==> config.mk <==
export PLATFORM = sky130hd
export DESIGN_NAME = tcst_ctrl
export DESIGN_NICKNAME = d
export VERILOG_FILES = /design/src/hdl/tcst_pkg.sv /design/src/hdl/tcst_ctrl.sv
export SDC_FILE = /design/constraint.sdc
export NUM_CORES = 1
export LEC_CHECK = 0
export BUFFER_PORTS_ARGS = -buffer_cell sky130_fd_sc_hd__clkbuf_2
export CORE_MARGIN = 2
export CORE_UTILIZATION = 40
export CTS_BUF_LIST = sky130_fd_sc_hd__clkbuf_8 sky130_fd_sc_hd__clkbuf_16
export DETAILED_ROUTE_END_ITERATION = 10
export GPL_TIMING_DRIVEN = 0
export PLACE_DENSITY = 0.68
export SYNTH_ARGS = -nofsm -noshare
export SYNTH_HDL_FRONTEND = slang
export SYNTH_SLANG_ARGS = --single-unit
==> constraint.sdc <==
create_clock -name i_clk -period 3.1 [get_ports i_clk]
set_input_delay 0.62 -clock i_clk [delete_from_list [all_inputs] [get_ports i_clk]]
set_output_delay 0.62 -clock i_clk [all_outputs]
set_load 0.005 [all_outputs]
==> src/hdl/tcst_pkg.sv <==
// shared types, codes and defaults of the call-stack tracker
`timescale 1ns / 1ps

package tcst_pkg;

    localparam int DEF_STACK_DEPTH  = 32;
    localparam int DEF_FUNC_ID_BITS = 16;

    // event codes carried in event_kind
    typedef enum logic [1:0] {
        EV_OPEN  = 2'd0,
        EV_CLOSE = 2'd1,
        EV_WARN  = 2'd2,
        EV_OVF   = 2'd3
    } t_kind;

    // one trace record as latched by the datapath
    typedef struct packed {
        logic        known;
        logic [15:0] function_id;
        logic [7:0]  binary_id;
        logic [63:0] cycle;
        logic [63:0] instruction_address;
        logic        callsite;
        logic        entry;
        logic        asm_seq;
    } t_rec;

    // one event word
    typedef struct packed {
        t_kind       event_kind;
        logic [15:0] event_function;
        logic [7:0]  event_binary;
        logic [5:0]  event_depth;
        logic [63:0] start_stamp;
        logic [63:0] end_stamp;
        logic        catch_all;
        logic [63:0] warn_address;
        logic        last;
    } t_event;

    // controller to datapath
    typedef struct packed {
        logic  rec_load;  // latch the accepted record
        logic  pop;       // drop the top frame
        logic  touch;     // set end cycle of the (new) top frame
        logic  push;      // store a frame for the record
        logic  mark;      // remember the depth where unwinding starts
        logic  ev_load;   // stage an event word
        t_kind ev_kind;
        logic  flush;     // release the staged word as the last of the record
    } t_cmd;

    // datapath to controller
    typedef struct packed {
        logic count_zero;
        logic count_one;
        logic full;
        logic top_misc;
        logic top_asm;
        logic top_match;
        logic rec_known;
        logic rec_callsite;
        logic rec_entry;
        logic rec_asm;
        logic pend_v;
        logic ev_room;
        logic flush_room;
    } t_sts;

endpackage

==> src/hdl/tcst_ctrl.sv <==
// record sequencing state machine of the call-stack tracker
`timescale 1ns / 1ps

module tcst_ctrl (
    input  logic           i_clk,
    input  logic           i_rst_n,
    input  logic           i_in_valid,
    output logic           o_in_ready,
    input  tcst_pkg::t_sts i_sts,
    output tcst_pkg::t_cmd o_cmd
);

    typedef enum logic [6:0] {
        S_IDLE    = 7'b0000001,
        S_DECIDE  = 7'b0000010,
        S_REFETCH = 7'b0000100,
        S_UNWIND  = 7'b0001000,
        S_FETCH   = 7'b0010000,
        S_PUSH    = 7'b0100000,
        S_DONE    = 7'b1000000
    } t_state;

    t_state r_state, n_state, s_end;
    logic   r_all, n_all;

    // a record that staged any word ends by releasing it with last set
    assign s_end = i_sts.pend_v ? S_DONE : S_IDLE;

    always_comb begin
        n_state    = r_state;
        n_all      = r_all;
        o_cmd      = '0;
        o_in_ready = 1'b0;
        case (r_state)
            S_IDLE: begin
                o_in_ready = 1'b1;
                if (i_in_valid) begin
                    o_cmd.rec_load = 1'b1;
                    n_state        = S_DECIDE;
                end
            end
            S_DECIDE: begin
                if (!i_sts.rec_known) begin
                    if (i_sts.count_one && i_sts.top_misc) begin
                        o_cmd.touch = 1'b1;
                        n_state     = s_end;
                    end else if (i_sts.count_zero) begin
                        n_state = S_PUSH;
                    end else begin
                        n_all   = 1'b1;
                        n_state = S_UNWIND;
                    end
                end else if (!i_sts.count_zero && i_sts.top_misc) begin
                    if (i_sts.ev_room) begin
                        o_cmd.ev_load = 1'b1;
                        o_cmd.ev_kind = tcst_pkg::EV_CLOSE;
                        o_cmd.pop     = 1'b1;
                        n_state       = S_REFETCH;
                    end
                end else if (!i_sts.count_zero && i_sts.top_match) begin
                    o_cmd.touch = 1'b1;
                    n_state     = s_end;
                end else if (!i_sts.count_zero && i_sts.rec_asm && i_sts.top_asm) begin
                    if (i_sts.ev_room) begin
                        o_cmd.ev_load = 1'b1;
                        o_cmd.ev_kind = tcst_pkg::EV_CLOSE;
                        o_cmd.pop     = 1'b1;
                        n_state       = S_PUSH;
                    end
                end else if (!i_sts.count_zero &&
                             (i_sts.rec_callsite || !i_sts.rec_entry)) begin
                    o_cmd.mark = 1'b1;
                    n_all      = 1'b0;
                    n_state    = S_UNWIND;
                end else begin
                    n_state = S_PUSH;
                end
            end
            S_REFETCH: begin
                n_state = S_DECIDE;
            end
            S_UNWIND: begin
                if (i_sts.count_zero) begin
                    if (r_all) begin
                        n_state = S_PUSH;
                    end else if (i_sts.ev_room) begin
                        o_cmd.ev_load = 1'b1;
                        o_cmd.ev_kind = tcst_pkg::EV_WARN;
                        n_state       = S_DONE;
                    end
                end else if (r_all || i_sts.top_misc || !i_sts.top_match) begin
                    if (i_sts.ev_room) begin
                        o_cmd.ev_load = 1'b1;
                        o_cmd.ev_kind = tcst_pkg::EV_CLOSE;
                        o_cmd.pop     = 1'b1;
                        o_cmd.touch   = 1'b1;
                        n_state       = S_FETCH;
                    end
                end else begin
                    n_state = s_end;
                end
            end
            S_FETCH: begin
                n_state = S_UNWIND;
            end
            S_PUSH: begin
                if (i_sts.ev_room) begin
                    o_cmd.ev_load = 1'b1;
                    if (i_sts.full) begin
                        o_cmd.ev_kind = tcst_pkg::EV_OVF;
                    end else begin
                        o_cmd.ev_kind = tcst_pkg::EV_OPEN;
                        o_cmd.push    = 1'b1;
                    end
                    n_state = S_DONE;
                end
            end
            S_DONE: begin
                if (!i_sts.pend_v) begin
                    n_state = S_IDLE;
                end else if (i_sts.flush_room) begin
                    o_cmd.flush = 1'b1;
                    n_state     = S_IDLE;
                end
            end
            default: begin
                n_state = S_IDLE;
            end
        endcase
    end

    always_ff @(posedge i_clk) begin
        if (!i_rst_n) begin
            r_state <= S_IDLE;
            r_all   <= 1'b0;
        end else begin
            r_state <= n_state;
            r_all   <= n_all;
        end
    end

endmodule
==> results.rst <==
.. list-table::
   :header-rows: 1

   * - Metric
     - Value
   * - Result of the run
     - complete, no violations
   * - Most common library cell in the layout ignoring fill and taps
     - clkbuf_2
   * - CTS Buf Count
     - 3
   * - Post-cts resize count
     - 0
   * - Net count of the mapped netlist
     - 118
   * - Highest ir drop seen on vdd
     - 0.396 mV
   * - Static leakage power
     - 0.430 nW
   * - Cells on worst reg2reg path
     - 6
   * - Final Total Pwr
     - 0.000477 W
   * - Sequential Power Share
     - 0.256
   * - Layout cell share with drive strength beyond 1
     - 0.308
   * - Average footprint of a synthesized cell
     - 7.56 µm²
   * - Number of remaining DRC errors
     - 0
   * - First-pass GRT wire length
     - 3.35 mm
   * - Post-synthesis instance area
     - 771 µm²
   * - Tightest Pin Transition
     - 0.750 ns
   * - Fraction of the core area covered by cells at the end of the flow
     - 0.549
   * - Initial antenna violation count
     - 0
   * - Switching power share of the total
     - 0.376
   * - Clock sink count
     - 8
   * - Vias in the first global route
     - 777
   * - Part of the cycle the worst path needs
     - 0.906
   * - Clock network fraction of total power
     - 0.256
   * - Die height
     - 47.9 µm
   * - Top fanout value on the critical path
     - 10
   * - Via count
     - 869
   * - Clock tree from TritonCTS
     - done
   * - Comb power frac
     - 0.488
   * - Reg-to-reg setup timing slack
     - 1.02 ns
   * - Remaining Overflow, GRT
     - 0
   * - Number of DRC markers in iteration 0
     - 18
   * - Antenna Nets Post-Route
     - 0
   * - Post-CTS setup buffer count
     - 0
   * - Slew Limit Headroom
     - 0.495
   * - Clock tree buffer depth
     - 2
   * - HP Class
     - flop to flop
   * - Sum of routed wire length over all layers
     - 2.00 mm
   * - Total inserted antenna cells
     - 0
   * - Core box area
     - 1760 µm²
   * - Number of endpoints with negative hold slack in the final report
     - 0
   * - Synth-to-Final Area Change
     - 25.6%
   * - Net Sw Power
     - 0.000179 W
   * - Endpoint class of the critical path
     - output pin
   * - Worst slack at placement
     - 0.536 ns
   * - Buffers added on ports
     - 25
   * - Post-Place Cells
     - 152
   * - Hold EP
     - r_all$_SDFFE_PN0P_
   * - Setup Total Neg Slack
     - 0 ns
   * - Startpoint of the worst register-to-register path
     - r_state[3]$_SDFFE_PN0P_
   * - Hold buffer count at CTS
     - 0
   * - Starting density of the core
     - 0.437
   * - Count of synthesis-stage warnings from yosys
     - 0
   * - Number of different library cells in the post-synthesis netlist
     - 46
   * - WL per Instance
     - 12.9 µm
   * - Fin cells
     - 155
   * - Final Wtd Congestion
     - 0.894
   * - Die outline area
     - 2290 µm²
   * - Power per cell area
     - 492 nW/µm²
   * - Clock latency at the later pin of the worst-skew pair
     - 0.22 ns
   * - Unrepaired setup endpoints after global routing
     - false
   * - Critical Path RT
     - 2.48 ns
   * - I/O pin count
     - 26
   * - Most frequent cells in the layout
     - clkbuf_2, nand2_1, dfxtp_1, nor2_1, inv_1
   * - Rows
     - 15
   * - Sequential element share of the synthesized area
     - 0.208
   * - Count of pins over their slew limit
     - 0
   * - Internal
     - 0.000297 W
   * - Max-cap viol count
     - 0
   * - Capture instance of the worst register-to-register path
     - r_state[5]$_SDFFE_PN0P_
   * - HPWL after detailed placement
     - 1.57 mm
   * - Maximum number of pins on one net before global-route repair
     - 11
   * - Critical Setup Path Class
     - flop to output pin
   * - Vias per std cell
     - 5.61
   * - Worst-case clock skew
     - 0.000240 ns
   * - Overall die width
     - 47.9 µm
   * - Buffer cell driving the clock tree root
     - clkbuf_8
   * - Ys async rst share
     - 0
   * - Dominant synthesized flop cell
     - dfxtp_1
   * - Clock H-tree levels
     - 1
   * - Worst Path Arrival
     - 2.19 ns
   * - Hold Path Stages
     - 2
   * - Count of final setup violators
     - 0
   * - Number of enable-type register cells in the synthesized netlist
     - 0
   * - #FFs+latches synth
     - 8
   * - GRT Overall Usage
     - 0.204
   * - Max Clk Rate
     - 0.356 GHz
   * - Worst hold path startpoint
     - r_all$_SDFFE_PN0P_
   * - Final #Nets
     - 148
   * - Post-synthesis instance total
     - 102
   * - Final critical-path required period
     - 2.81 ns
   * - Clk slew on worst S/H paths
     - 0.04 ns
   * - Sort of element at the start of the critical path
     - flop
   * - DRT Pass-1 Iters
     - 4
   * - Worst Setup Slack, final
     - 0.291 ns
==> how the worst max path moves through the flow <==
stage                    end                    start  slack [ns]  cells after the start
floorplan           o_cmd[3]  r_state[5]$_SDFFE_PN0P_        0.72                      5
global placement    o_cmd[6]  r_state[3]$_SDFFE_PN0P_        0.54                      6
CTS                 o_cmd[6]  r_state[3]$_SDFFE_PN0P_        0.29                      6
finish              o_cmd[6]  r_state[3]$_SDFFE_PN0P_        0.29                      6
detailed placement  o_cmd[6]  r_state[3]$_SDFFE_PN0P_        0.54                      6
global route        o_cmd[6]  r_state[3]$_SDFFE_PN0P_        0.20                      6
==> cell usage after synthesis (2+ instances only) <==
master,n,share of area
o21ai_0,3,0.019
nand2_1,13,0.063
nor3_1,5,0.032
inv_1,6,0.029
dfxtp_1,8,0.21
buf_2,2,0.013
clkbuf_1,2,0.0097
and3_1,3,0.024
nor2b_1,2,0.016
nor4_1,2,0.016
nand3b_1,2,0.019
a21oi_1,4,0.026
nand3_1,3,0.019
a22oi_1,3,0.029
nand4b_1,2,0.023
and2_1,2,0.016
or4_1,2,0.019
nor4b_1,4,0.045
xor2_1,2,0.023
nor2_1,6,0.029
==> flip-flops by register name, indices dropped and copies added, names as in the netlist <==
register,cells
r_all,1
r_state,7
==> power groups by stage <==
stage	sequential, W	combinational [W]	clock (W)
CTS	0.000122	0.000231	0.000125
finish	0.000122	0.000233	0.000122
detailed placement	0.000124	0.000231	0
global placement	0.000123	0.000227	0
floorplan	0.000122	0.000167	0
global route	0.000123	0.000261	0.000134
==> worst max-delay path, cell delays in order, from the launching register on <==
cell and delay [ns]:
dfxtp_1 0.29, buf_2 0.20, or4b_4 0.51, or4_4 0.54, or2_1 0.25, nand2_1 0.07, clkbuf_2 0.11
==> cell families after synthesis <==
kind of cell             synth area share
AO/OA/AOI/OAI                       0.219
XOR/XNOR                           0.0227
adder cells (fa/ha/maj)            0.0146
buffers and inverters              0.0666
flip-flops                          0.208
multiplexers                       0.0130
AND/OR/NAND/NOR                     0.456
==> metrics by stage <==
step                      hold slack, ns  instance area [µm²]
after floorplan                    0.458                  771
after global routing               0.580                  968
final                              0.511                  968
after global placement             0.497                  927
after CTS                          0.515                  968
after detailed placement           0.510                  927
==> area by class of cell <==
class,count,area [µm²]
clock buffer,3,41.3
timing repair buffer,25,125
inverter,6,22.5
buffer,5,28.8
sequential,8,160
tap,25,31.3
fill,187,796
multi-input combinational,83,559
==> metal layers <==
metal  vias to the layer above  wire [µm]  GRT usage
met3                         2        119     0.0642
li1                        440          -          -
met4                         0         14     0.0270
met5                         -          0          0
met1                       399        921      0.274
met2                        28        939      0.328
Power figures use the tool's default switching activity.
